`config.mk`:
```
export PLATFORM = sky130hd
export DESIGN_NAME = peer_protocol_version_probe
export DESIGN_NICKNAME = d
export VERILOG_FILES = /design/src/design/ppvp_pkg.sv /design/src/design/ppvp_in_stage.sv /design/src/design/ppvp_core.sv /design/src/design/peer_protocol_version_probe.sv
export SDC_FILE = /design/constraint.sdc
export NUM_CORES = 1
export LEC_CHECK = 0
export BUFFER_PORTS_ARGS = -buffer_cell sky130_fd_sc_hd__buf_4
export CORE_MARGIN = 1.5
export CORE_UTILIZATION = 57
export CTS_CLUSTER_SIZE = 14
export DETAILED_ROUTE_END_ITERATION = 16
export GPL_TIMING_DRIVEN = 0
export PLACE_DENSITY = 0.8
export SYNTH_ARGS = -nofsm -noshare
export SYNTH_HDL_FRONTEND = slang
export SYNTH_HIERARCHICAL = 1
export SYNTH_SLANG_ARGS = --single-unit
```
`constraint.sdc`:
```
create_clock -name clk -period 11.9 [get_ports clk]
set_clock_uncertainty 0.1 [all_clocks]
set_input_delay 1.785 -clock clk [delete_from_list [all_inputs] [get_ports clk]]
set_output_delay 1.785 -clock clk [all_outputs]
set_load 0.05 [all_outputs]
```
`src/design/ppvp_pkg.sv`:
```
package ppvp_pkg;

  // Field widths fixed by the interface
  localparam int TIME_BITS      = 63;
  localparam int TOKEN_FIELD    = 32;
  localparam int TIMEOUT_BITS   = 32;
  localparam int MODE_BITS      = 3;
  localparam int ACTION_BITS    = 2;
  localparam int OUTCOME_BITS   = 3;

  // Defaults
  localparam int TOKEN_BITS_DEFAULT = 32;
  localparam logic [TIMEOUT_BITS-1:0] TIMEOUT_RESET = TIMEOUT_BITS'(3000);

  // Event codes
  localparam logic [MODE_BITS-1:0] MODE_START   = 3'd0;
  localparam logic [MODE_BITS-1:0] MODE_ADVANCE = 3'd1;
  localparam logic [MODE_BITS-1:0] MODE_V2_REPLY = 3'd2;
  localparam logic [MODE_BITS-1:0] MODE_V1_REPLY = 3'd3;
  localparam logic [MODE_BITS-1:0] MODE_CANCEL  = 3'd4;

  // Action codes
  localparam logic [ACTION_BITS-1:0] ACT_NONE = 2'd0;
  localparam logic [ACTION_BITS-1:0] ACT_V2   = 2'd1;
  localparam logic [ACTION_BITS-1:0] ACT_V1   = 2'd2;
  localparam logic [ACTION_BITS-1:0] ACT_DONE = 2'd3;

  // Outcome codes
  localparam logic [OUTCOME_BITS-1:0] OUT_NONE   = 3'd0;
  localparam logic [OUTCOME_BITS-1:0] OUT_LOCAL  = 3'd1;
  localparam logic [OUTCOME_BITS-1:0] OUT_NORESP = 3'd2;
  localparam logic [OUTCOME_BITS-1:0] OUT_AUTH   = 3'd3;
  localparam logic [OUTCOME_BITS-1:0] OUT_V2     = 3'd4;
  localparam logic [OUTCOME_BITS-1:0] OUT_V1     = 3'd5;

  // Probe phase of the session
  typedef enum logic [1:0] {
    PH_NONE = 2'd0,
    PH_V2   = 2'd1,
    PH_V1   = 2'd2
  } phase_t;

  typedef struct packed {
    logic [MODE_BITS-1:0]   mode;
    logic [TIME_BITS-1:0]   now_ms;
    logic                   local_config_complete;
    logic [TOKEN_FIELD-1:0] saved_endpoint;
    logic [TOKEN_FIELD-1:0] event_token;
    logic [TOKEN_FIELD-1:0] source_endpoint;
    logic                   authenticated;
    logic                   reply_accepted;
  } req_t;

  typedef struct packed {
    logic [ACTION_BITS-1:0]  action;
    logic [TOKEN_FIELD-1:0]  probe_event;
    logic [OUTCOME_BITS-1:0] outcome;
    logic [TOKEN_FIELD-1:0]  observed_endpoint;
    logic                    confirm_required;
    logic                    endpoint_changed;
    logic                    session_active;
  } res_t;

endpackage

```
`src/design/ppvp_in_stage.sv`:
```
module ppvp_in_stage (
  input  logic            clk,
  input  logic            rst,
  input  logic            req_valid,
  output logic            req_stall,
  input  ppvp_pkg::req_t  req,
  input  logic            advance,
  output logic            valid,
  output ppvp_pkg::req_t  item
);

  logic accept;
  logic valid_next;

  // Hold the request while the stage downstream is full
  assign req_stall = valid & ~advance;
  assign accept    = req_valid & ~req_stall;

  always_comb begin
    if (accept) begin
      valid_next = 1'b1;
    end else if (advance) begin
      valid_next = 1'b0;
    end else begin
      valid_next = valid;
    end
  end

  always_ff @(posedge clk) begin
    if (rst) begin
      valid <= 1'b0;
    end else begin
      valid <= valid_next;
    end
  end

  // Request payload
  always_ff @(posedge clk) begin
    if (accept) begin
      item <= req;
    end
  end

endmodule

```
`src/design/ppvp_core.sv`:
```
module ppvp_core #(
  parameter int TOKEN_BITS = ppvp_pkg::TOKEN_BITS_DEFAULT
) (
  input  logic                                 clk,
  input  logic                                 rst,
  input  logic                                 fire,
  input  ppvp_pkg::req_t                       item,
  input  logic                                 cfg_we,
  input  logic [ppvp_pkg::TIMEOUT_BITS-1:0]    cfg_wdata,
  output ppvp_pkg::res_t                       result
);

  // Stored token width: tokens are masked to TOKEN_BITS within the 32-bit field
  localparam int TW = (TOKEN_BITS < ppvp_pkg::TOKEN_FIELD) ? TOKEN_BITS
                                                           : ppvp_pkg::TOKEN_FIELD;

  logic [ppvp_pkg::TIMEOUT_BITS-1:0] probe_timeout_ms;
  logic                              active;
  ppvp_pkg::phase_t                  phase;
  logic [ppvp_pkg::TIME_BITS-1:0]    deadline_ms;
  logic [TW-1:0]                     pending_token;
  logic [TW-1:0]                     stored_endpoint;
  logic                              fallback_sent;

  logic                              active_next;
  ppvp_pkg::phase_t                  phase_next;
  logic [ppvp_pkg::TIME_BITS-1:0]    deadline_ms_next;
  logic [TW-1:0]                     pending_token_next;
  logic [TW-1:0]                     stored_endpoint_next;
  logic                              fallback_sent_next;

  logic [TW-1:0]                     tok;
  logic [TW-1:0]                     saved;
  logic [TW-1:0]                     src;
  logic [ppvp_pkg::TIME_BITS:0]      deadline_sum;
  logic [ppvp_pkg::TIME_BITS-1:0]    deadline_new;
  logic                              start_ok;
  logic                              adv_due;
  logic                              adv_fallback;
  logic                              v2_hit;
  logic                              v1_hit;
  logic                              differs;

  assign tok   = item.event_token[TW-1:0];
  assign saved = item.saved_endpoint[TW-1:0];
  assign src   = item.source_endpoint[TW-1:0];

  // Saturating deadline: now plus timeout, clamped to the largest time
  assign deadline_sum = {1'b0, item.now_ms}
                      + (ppvp_pkg::TIME_BITS + 1)'(probe_timeout_ms);
  assign deadline_new = deadline_sum[ppvp_pkg::TIME_BITS] ? '1
                      : deadline_sum[ppvp_pkg::TIME_BITS-1:0];

  // Event conditions
  assign start_ok     = item.local_config_complete & (tok != '0);
  assign adv_due      = active & (item.now_ms >= deadline_ms);
  assign adv_fallback = adv_due & (phase == ppvp_pkg::PH_V2) & ~fallback_sent
                      & (tok != '0);
  assign v2_hit       = active & (phase == ppvp_pkg::PH_V2)
                      & (item.now_ms <= deadline_ms) & (tok == pending_token);
  assign v1_hit       = active & (phase == ppvp_pkg::PH_V1)
                      & (item.now_ms <= deadline_ms) & (tok == pending_token)
                      & item.reply_accepted;
  assign differs      = stored_endpoint != src;

  // Next state
  always_comb begin
    active_next          = active;
    phase_next           = phase;
    deadline_ms_next     = deadline_ms;
    pending_token_next   = pending_token;
    stored_endpoint_next = stored_endpoint;
    fallback_sent_next   = fallback_sent;
    case (item.mode)
      ppvp_pkg::MODE_START: begin
        fallback_sent_next = 1'b0;
        if (start_ok) begin
          active_next          = 1'b1;
          phase_next           = ppvp_pkg::PH_V2;
          deadline_ms_next     = deadline_new;
          pending_token_next   = tok;
          stored_endpoint_next = saved;
        end else begin
          active_next          = 1'b0;
          phase_next           = ppvp_pkg::PH_NONE;
          deadline_ms_next     = '0;
          pending_token_next   = '0;
          stored_endpoint_next = '0;
        end
      end
      ppvp_pkg::MODE_ADVANCE: begin
        if (adv_fallback) begin
          phase_next         = ppvp_pkg::PH_V1;
          fallback_sent_next = 1'b1;
          pending_token_next = tok;
          deadline_ms_next   = deadline_new;
        end else if (adv_due) begin
          active_next        = 1'b0;
          phase_next         = ppvp_pkg::PH_NONE;
          pending_token_next = '0;
        end
      end
      ppvp_pkg::MODE_V2_REPLY: begin
        if (v2_hit) begin
          active_next        = 1'b0;
          phase_next         = ppvp_pkg::PH_NONE;
          pending_token_next = '0;
        end
      end
      ppvp_pkg::MODE_V1_REPLY: begin
        if (v1_hit) begin
          active_next        = 1'b0;
          phase_next         = ppvp_pkg::PH_NONE;
          pending_token_next = '0;
        end
      end
      ppvp_pkg::MODE_CANCEL: begin
        active_next          = 1'b0;
        phase_next           = ppvp_pkg::PH_NONE;
        deadline_ms_next     = '0;
        pending_token_next   = '0;
        stored_endpoint_next = '0;
        fallback_sent_next   = 1'b0;
      end
      default: begin
      end
    endcase
  end

  // Result for the current request
  always_comb begin
    result                  = '0;
    result.action           = ppvp_pkg::ACT_NONE;
    result.outcome          = ppvp_pkg::OUT_NONE;
    result.session_active   = active_next;
    case (item.mode)
      ppvp_pkg::MODE_START: begin
        if (start_ok) begin
          result.action               = ppvp_pkg::ACT_V2;
          result.probe_event[TW-1:0]  = tok;
        end else begin
          result.action  = ppvp_pkg::ACT_DONE;
          result.outcome = ppvp_pkg::OUT_LOCAL;
        end
      end
      ppvp_pkg::MODE_ADVANCE: begin
        if (adv_fallback) begin
          result.action              = ppvp_pkg::ACT_V1;
          result.probe_event[TW-1:0] = tok;
        end else if (adv_due) begin
          result.action  = ppvp_pkg::ACT_DONE;
          result.outcome = ppvp_pkg::OUT_NORESP;
        end
      end
      ppvp_pkg::MODE_V2_REPLY: begin
        if (v2_hit) begin
          result.action = ppvp_pkg::ACT_DONE;
          if (!item.authenticated) begin
            result.outcome = ppvp_pkg::OUT_AUTH;
          end else begin
            result.outcome                   = ppvp_pkg::OUT_V2;
            result.observed_endpoint[TW-1:0] = src;
            result.confirm_required          = (stored_endpoint == '0) | differs;
            result.endpoint_changed          = (stored_endpoint != '0) & differs;
          end
        end
      end
      ppvp_pkg::MODE_V1_REPLY: begin
        if (v1_hit) begin
          result.action  = ppvp_pkg::ACT_DONE;
          result.outcome = ppvp_pkg::OUT_V1;
        end
      end
      default: begin
      end
    endcase
  end

  // Timeout register
  always_ff @(posedge clk) begin
    if (rst) begin
      probe_timeout_ms <= ppvp_pkg::TIMEOUT_RESET;
    end else if (cfg_we) begin
      probe_timeout_ms <= cfg_wdata;
    end
  end

  // Session state, updated once per request
  always_ff @(posedge clk) begin
    if (rst) begin
      active          <= 1'b0;
      phase           <= ppvp_pkg::PH_NONE;
      deadline_ms     <= '0;
      pending_token   <= '0;
      stored_endpoint <= '0;
      fallback_sent   <= 1'b0;
    end else if (fire) begin
      active          <= active_next;
      phase           <= phase_next;
      deadline_ms     <= deadline_ms_next;
      pending_token   <= pending_token_next;
      stored_endpoint <= stored_endpoint_next;
      fallback_sent   <= fallback_sent_next;
    end
  end

`ifndef SYNTHESIS
  // A session is active exactly when a probe phase is set
  a_active_phase: assert property (@(posedge clk) disable iff (rst)
    active == (phase != ppvp_pkg::PH_NONE))
    else $error("active flag and probe phase disagree");

  // An outstanding probe always has a token
  a_active_token: assert property (@(posedge clk) disable iff (rst)
    active |-> (pending_token != '0))
    else $error("active session with empty pending token");

  // While active, the v1 phase and the fallback mark go together
  a_fallback_phase: assert property (@(posedge clk) disable iff (rst)
    active |-> (fallback_sent == (phase == ppvp_pkg::PH_V1)))
    else $error("fallback mark does not match probe phase");
`endif

endmodule

```
`src/design/peer_protocol_version_probe.sv`:
```
// Peer protocol version probe. Each request is one event (start, time advance,
// v2 reply, v1 reply, cancel) and yields exactly one result, in order. A
// request is registered on entry in the input stage, evaluated against the
// session state and the result is registered on exit in the result register;
// a new request is taken every cycle while the result is not stalled. The rate
// is set by the update of the session state (one 64-bit deadline add and the
// 63-bit deadline compares). Write probe_timeout_ms only while no
// request is in flight.
module peer_protocol_version_probe #(
  parameter int TOKEN_BITS = ppvp_pkg::TOKEN_BITS_DEFAULT
) (
  input  logic                              clk,
  input  logic                              rst,
  input  logic                              req_valid,
  output logic                              req_stall,
  input  ppvp_pkg::req_t                    req,
  output logic                              res_valid,
  input  logic                              res_stall,
  output ppvp_pkg::res_t                    res,
  input  logic                              cfg_we,
  input  logic [ppvp_pkg::TIMEOUT_BITS-1:0] cfg_wdata
);

  logic           advance;
  logic           s1_valid;
  ppvp_pkg::req_t s1_item;
  logic           fire;
  ppvp_pkg::res_t result;
  logic           res_valid_next;

  // Result register frees up when empty or being taken
  assign advance = ~res_valid | ~res_stall;
  assign fire    = s1_valid & advance;

  ppvp_in_stage u_in_stage (
    .clk       (clk),
    .rst       (rst),
    .req_valid (req_valid),
    .req_stall (req_stall),
    .req       (req),
    .advance   (advance),
    .valid     (s1_valid),
    .item      (s1_item)
  );

  ppvp_core #(
    .TOKEN_BITS (TOKEN_BITS)
  ) u_core (
    .clk       (clk),
    .rst       (rst),
    .fire      (fire),
    .item      (s1_item),
    .cfg_we    (cfg_we),
    .cfg_wdata (cfg_wdata),
    .result    (result)
  );

  // Result register
  assign res_valid_next = fire | (res_valid & res_stall);

  always_ff @(posedge clk) begin
    if (rst) begin
      res_valid <= 1'b0;
    end else begin
      res_valid <= res_valid_next;
    end
  end

  always_ff @(posedge clk) begin
    if (fire) begin
      res <= result;
    end
  end

`ifndef SYNTHESIS
  // Completion carries an outcome, and only completion does
  a_done_outcome: assert property (@(posedge clk) disable iff (rst)
    res_valid |-> ((res.action == ppvp_pkg::ACT_DONE) ==
                   (res.outcome != ppvp_pkg::OUT_NONE)))
    else $error("action and outcome disagree");

  // A probe token is reported only with a probe action
  a_probe_token: assert property (@(posedge clk) disable iff (rst)
    (res_valid && res.probe_event != '0) |->
      (res.action == ppvp_pkg::ACT_V2 || res.action == ppvp_pkg::ACT_V1))
    else $error("probe token without probe action");
`endif

endmodule
```
======== After elaboration in Yosys (flattened, before gate mapping) ========
Index checks and enable logic that the tools add are counted.
operators by class
  multiplexer cells ....................... 44
  magnitude comparators ................... 2
  bitwise gates (word level) .............. 25
  equality and inequality tests ........... 12
  add/sub/neg operators ................... 1
  reduce and logical (&&, ||, !) cells .... 15
operator list
  kind                                                   count
  2-to-1 mux 32 bit                                      7
  2-to-1 mux 63 bit                                      3
  one-hot mux 63 bit (3 select lines)                    1
  one-hot mux 32 bit (5 select lines)                    1
  one-hot mux 32 bit (2 select lines)                    2
  adder 63 x 32 -> 64 bit                                1
  nonzero test 32 bit                                    2
  >= comparator 63 bit                                   1
  <= comparator 63 bit                                   1
  2-to-1 mux 37 bit                                      1
  2-to-1 mux 34 bit                                      1
  == test 32 bit                                         1
  zero test 32 bit                                       1
  inequality test 32 bit                                 1
  2-to-1 mux 2 bit                                       10
  AND 1 bit                                              17
  one-hot mux 3 bit (4 select lines)                     1
  2-to-1 mux 1 bit                                       10
  one-hot mux 2 bit (5 select lines)                     1
  2-to-1 mux 3 bit                                       3
  AND reduction 3 bit                                    3
  one-hot mux 2 bit (4 select lines)                     1
  == test 3 x 2 -> 1 bit, second input constant          2
  inequality test 2 x 1 -> 1 bit, second input constant  3
  other kinds (16)                                       24
word-level totals
  bits in registers ....................... 402
  output and inout bits ................... 74
  word-level logic and storage cells ...... 123
  input port bits ......................... 202

======== Longest topological paths before layout ========
  word-level depth ........................ 7
  gate-level depth with buffers ........... 15
  gate-level depth less buffers ........... 13

======== Cells and area by module ========
The synthesis kept the hierarchy.
by module, submodules not included
  module                       seq. area each (µm²)  area each (µm²)  times used  cells each
  ppvp_core                    3263.1                11202.0          1           1358
  ppvp_in_stage                4974.8                5004.8           1           169
  peer_protocol_version_probe  2182.1                2200.9           1           77

======== Worst setup path after synthesis ========
Ideal clock, no wire load.
  kind .................................... input to register
  start point ............................. input port res_stall
  end point ............................... register, netlist name u_in_stage/item[0]
  setup time .............................. 710 ps
  slack ................................... 1815 ps
  stages on the path ...................... 3
  data arrival time ....................... 9275 ps
  path buffers ............................ 0
  data required time ...................... 11090 ps
  path through ............................ nand2_1 nor2b_4 nor2b_1
between the ends
  cells in the longest elaborated chain, start to end .. 6
RTL lines
  element                RTL line                           source
  start: declaration     peer_protocol_version_probe.sv:18  input logic res_stall,
  inverter 1 bit         peer_protocol_version_probe.sv:32  assign advance = ~res_valid | ~res_stall;
  bitwise OR 1 bit       peer_protocol_version_probe.sv:32
  inverter 1 bit         ppvp_in_stage.sv:16                assign req_stall = valid & ~advance;
  AND 1 bit              ppvp_in_stage.sv:16
  via req_stall          peer_protocol_version_probe.sv:15  output logic req_stall,
  inverter 1 bit         ppvp_in_stage.sv:17                assign accept = req_valid & ~req_stall;
  AND 1 bit              ppvp_in_stage.sv:17
  via u_in_stage.accept  ppvp_in_stage.sv:12                logic accept;
The timed path passes the listed nets, and every way through them passes these cells.
A chain may end at the register's enable or synchronous reset.

======== Final worst setup path ========
  start point ............................. input port res_stall
  end point ............................... output port req_stall
between the ends
  cells in the longest elaborated chain, start to end .. 4
RTL lines
  element           RTL line                           source
  inverter 1 bit    peer_protocol_version_probe.sv:32
  bitwise OR 1 bit  peer_protocol_version_probe.sv:32
  via advance       peer_protocol_version_probe.sv:24  logic advance;
  inverter 1 bit    ppvp_in_stage.sv:16
  AND 1 bit         ppvp_in_stage.sv:16
  end: declaration  peer_protocol_version_probe.sv:15
The timed path passes the listed nets, and every way through them passes these cells.

==> results_dict.tcl <==
set metrics [dict create \
    switching_share_pct 24.5 \
    die_area_um2 33400 \
    synth_enable_flop_cells 237 \
    antenna_cells 0 \
    p_total_uw 3280 \
    cp_data_required_time_ns 10.02 \
    critPathLaunchType "primary input" \
    syn-num-nets 1902 \
    reg2reg_depth 13 \
    area_delta_synth_final_pct 22.6 \
    final.min_clock_period_ns 4.26 \
    global_route.usage.met2_pct 44.9 \
    overflow 0 \
    cts_tree "built" \
    cts_buffer_depth 3 \
    tightest_slew_ns 0.928 \
    yosysUniqueCellTypes 74 \
    drtIter0Drc 1245 \
    grt_usage_pct 27.8 \
    yosysTopAreaCellShare_pct 38.7 \
    r2r-end "res[27]" \
    start_util_pct 58.2 \
    grtUsageMet1_pct 37.3 \
    clkSinkCount 402 \
    yosys_warnings 6 \
    r2r_slack_ns 7.73 \
    grt_max_degree 56 \
    vdd_drop_max_mv 0.137 \
    ys_ff_latch 402 \
    dp_slack_ns 7.41 \
    synthTopCellsByArea "edfxtp_1, dfxtp_1, ha_1, xnor2_1, a22o_1" \
    p_comb_share_pct 10.7 \
    clock_latency_ns 0.56 \
    synth.most_common_cell "edfxtp_1" \
    netlist_top_cells_count "edfxtp_1, dfxtp_1, nand2_1, nor2_1, ha_1" \
    core_area_um2 31600 \
    seqPwrFrac_pct 48.0 \
    post_cts_buffers 0 \
    p_sw_uw 802 \
    crit_fanout 3 \
    slew_headroom_pct 38.1 \
    grt_pass1_vias 13600 \
    drt_wl_total_mm 46.7 \
    p_per_area_nw_per_um2 145 \
    avgRoutedWirePerCell_um 19.7 \
    outcome "complete, no violations" \
    portBuffers 275 \
    nFillCells 2219 \
    synth_cells 1604 \
    power_leakage_uw 0.00894 \
    hold_viol 0 \
    synth_seq_area_share_pct 56.6 \
    setup_viol 0 \
    via_per_inst 5.83 \
    cp_cell_sequence "buf_4 -> nand2_1 -> nor2b_4 -> buf_4" \
    drc 0 \
    endpoint "req_stall" \
    grt_use_met3_pct 5.41 \
    rsz0062_at_grt "no" \
    fp-row-count 65 \
    layout_setup_ws_ns 7.64 \
    vias 13800 \
    clock.fmax_ghz 0.235 \
    max_stage_delay_ns 0.22 \
    grt_pass1_wl_mm 72.4 \
    crit_start "res_stall" \
    hold_depth 2 \
    avgSynthCellArea_um2 11.5 \
    layout.nets 2227 \
    ant_nets 0 \
    crit_path_end_kind "primary output" \
    hp-class "reg2reg" \
    antenna_found_initial 0 \
    drive_gt1_share_pct 20.1 \
    r2r_start "u_in_stage/item[151]" \
    drv_slew 0 \
    cts_root_buf "clkbuf_16" \
    cts_made_buffers 42 \
    p_int_uw 2480 \
    power_frac_clock_pct 41.4 \
    async_reset_ff_share_pct 0 \
    synth_ff_type "edfxtp_1" \
    place_congestion 0.916 \
    clk_pin_slew_ns 0.06 \
    syn_area_um2 18400 \
    hpwlAfterDp_mm 34.0 \
    num_io_pins 276 \
    arrival_ns 2.37 \
    cpMaxStageDelayCell "buf_4" \
    die_w_um 183 \
    path_common_cell "buf_4" \
    die_h_um 183 \
    post-route-period-util_pct 35.8 \
    cts_resized 0 \
    cap_violations 0 \
    yosys.area.top_type "edfxtp_1" \
    top_usage_layer "met2" \
    h-tree-depth 2 \
    cts_hold_buf 0 \
    first_pass_iters 5 \
    criticalPathCategory "in2out" \
]
==> cells in the final DEF (no fill, tap or decap), types with 42 or more instances in the layout <==
cell type  synthesis  final
a22o_1            67     67
clkbuf_1          44     47
ha_1              95     95
nand4_1           42     42
dfxtp_1          165    165
edfxtp_1         237    237
and2_1            70     69
inv_1             80     80
xnor2_1           68     68
nor2_1            98     98
nand2_1          109    109
xor2_1            47     47
buf_4              5    280
clkbuf_16          0     42
a21oi_1           78     78
==> worst min-delay path by stage <==
stage                                 from                endpoint
floorplan           u_core/deadline_ms[10]  u_core/deadline_ms[10]
global placement    u_core/deadline_ms[19]  u_core/deadline_ms[19]
detailed placement  u_core/deadline_ms[19]  u_core/deadline_ms[19]
CTS                 u_core/deadline_ms[19]  u_core/deadline_ms[19]
global route         u_core/deadline_ms[3]   u_core/deadline_ms[3]
finish              u_core/deadline_ms[19]  u_core/deadline_ms[19]
==> stage by stage <==
stage	TNS (ns)	area, um2	std cells	util (%)	hold WS, ns
3_5_place_dp	0	21100	2287	66.8	0.346
4_1_cts	0	22600	2365	71.3	0.354
2_1_floorplan	0	18400	1604	-	0.332
5_1_grt	0	22600	2365	71.3	0.367
3_3_place_gp	-233.82	21000	2281	66.3	0.340
6_report	0	22600	2365	71.3	0.353
==> sequential cells by signal, indices dropped and copies added (netlist names) <==
name	cells
u_core/stored_endpoint	32
u_in_stage/valid	1
u_core/probe_timeout_ms	32
res	72
u_core/pending_token	32
u_core/active	1
res_valid	1
u_core/fallback_sent	1
u_core/deadline_ms	63
u_core/phase	2
u_in_stage/item	165
==> worst max-delay path, delay by kind of cell <==
| family | cells | cell delay (ns) |
|---|---|---|
| and+or+nand+nor | 2 | 0.27 |
| buffers and inverters | 2 | 0.31 |
==> cell type report <==
cell class / instances / area (um2) / share of cell area [%]
plain buffers: 73 / 348 / 1.54
clock buffers: 50 / 1130 / 5.01
clock inverters: 28 / 318 / 1.41
inverters: 80 / 300 / 1.33
multi-input cells: 1049 / 7350 / 32.6
flip-flops and latches: 402 / 10400 / 46.2
well taps: 402 / 503 / 2.23
repair buffers: 281 / 2200 / 9.75
==> layer usage <==
metal  wire length (um)  up-vias
met2              21700      566
li1                   -     6527
met4               1620        0
met3               3460      102
met5                  0        -
met1              19900     6604
==> kinds of logic after synthesis <==
family | Yosys count | share of synthesized area, %
AND/OR/NAND/NOR | 461 | 12.8
flip-flops | 402 | 56.6
AO/OA/AOI/OAI | 345 | 13.2
buffers and inverters | 153 | 3.52
XOR/XNOR | 115 | 5.47
adder cells (fa/ha/maj) | 96 | 6.57
multiplexers | 32 | 1.75
==> power groups by stage <==
stage	Sequential, uW	Clock, uW	Combinational, uW
after floorplan	1630	0	180
after global placement	1610	0	332
after detailed placement	1600	0	344
after CTS	1570	1380	347
after global routing	1580	1430	380
final	1570	1360	349
Note: power is estimated with default switching activity, not from simulation.
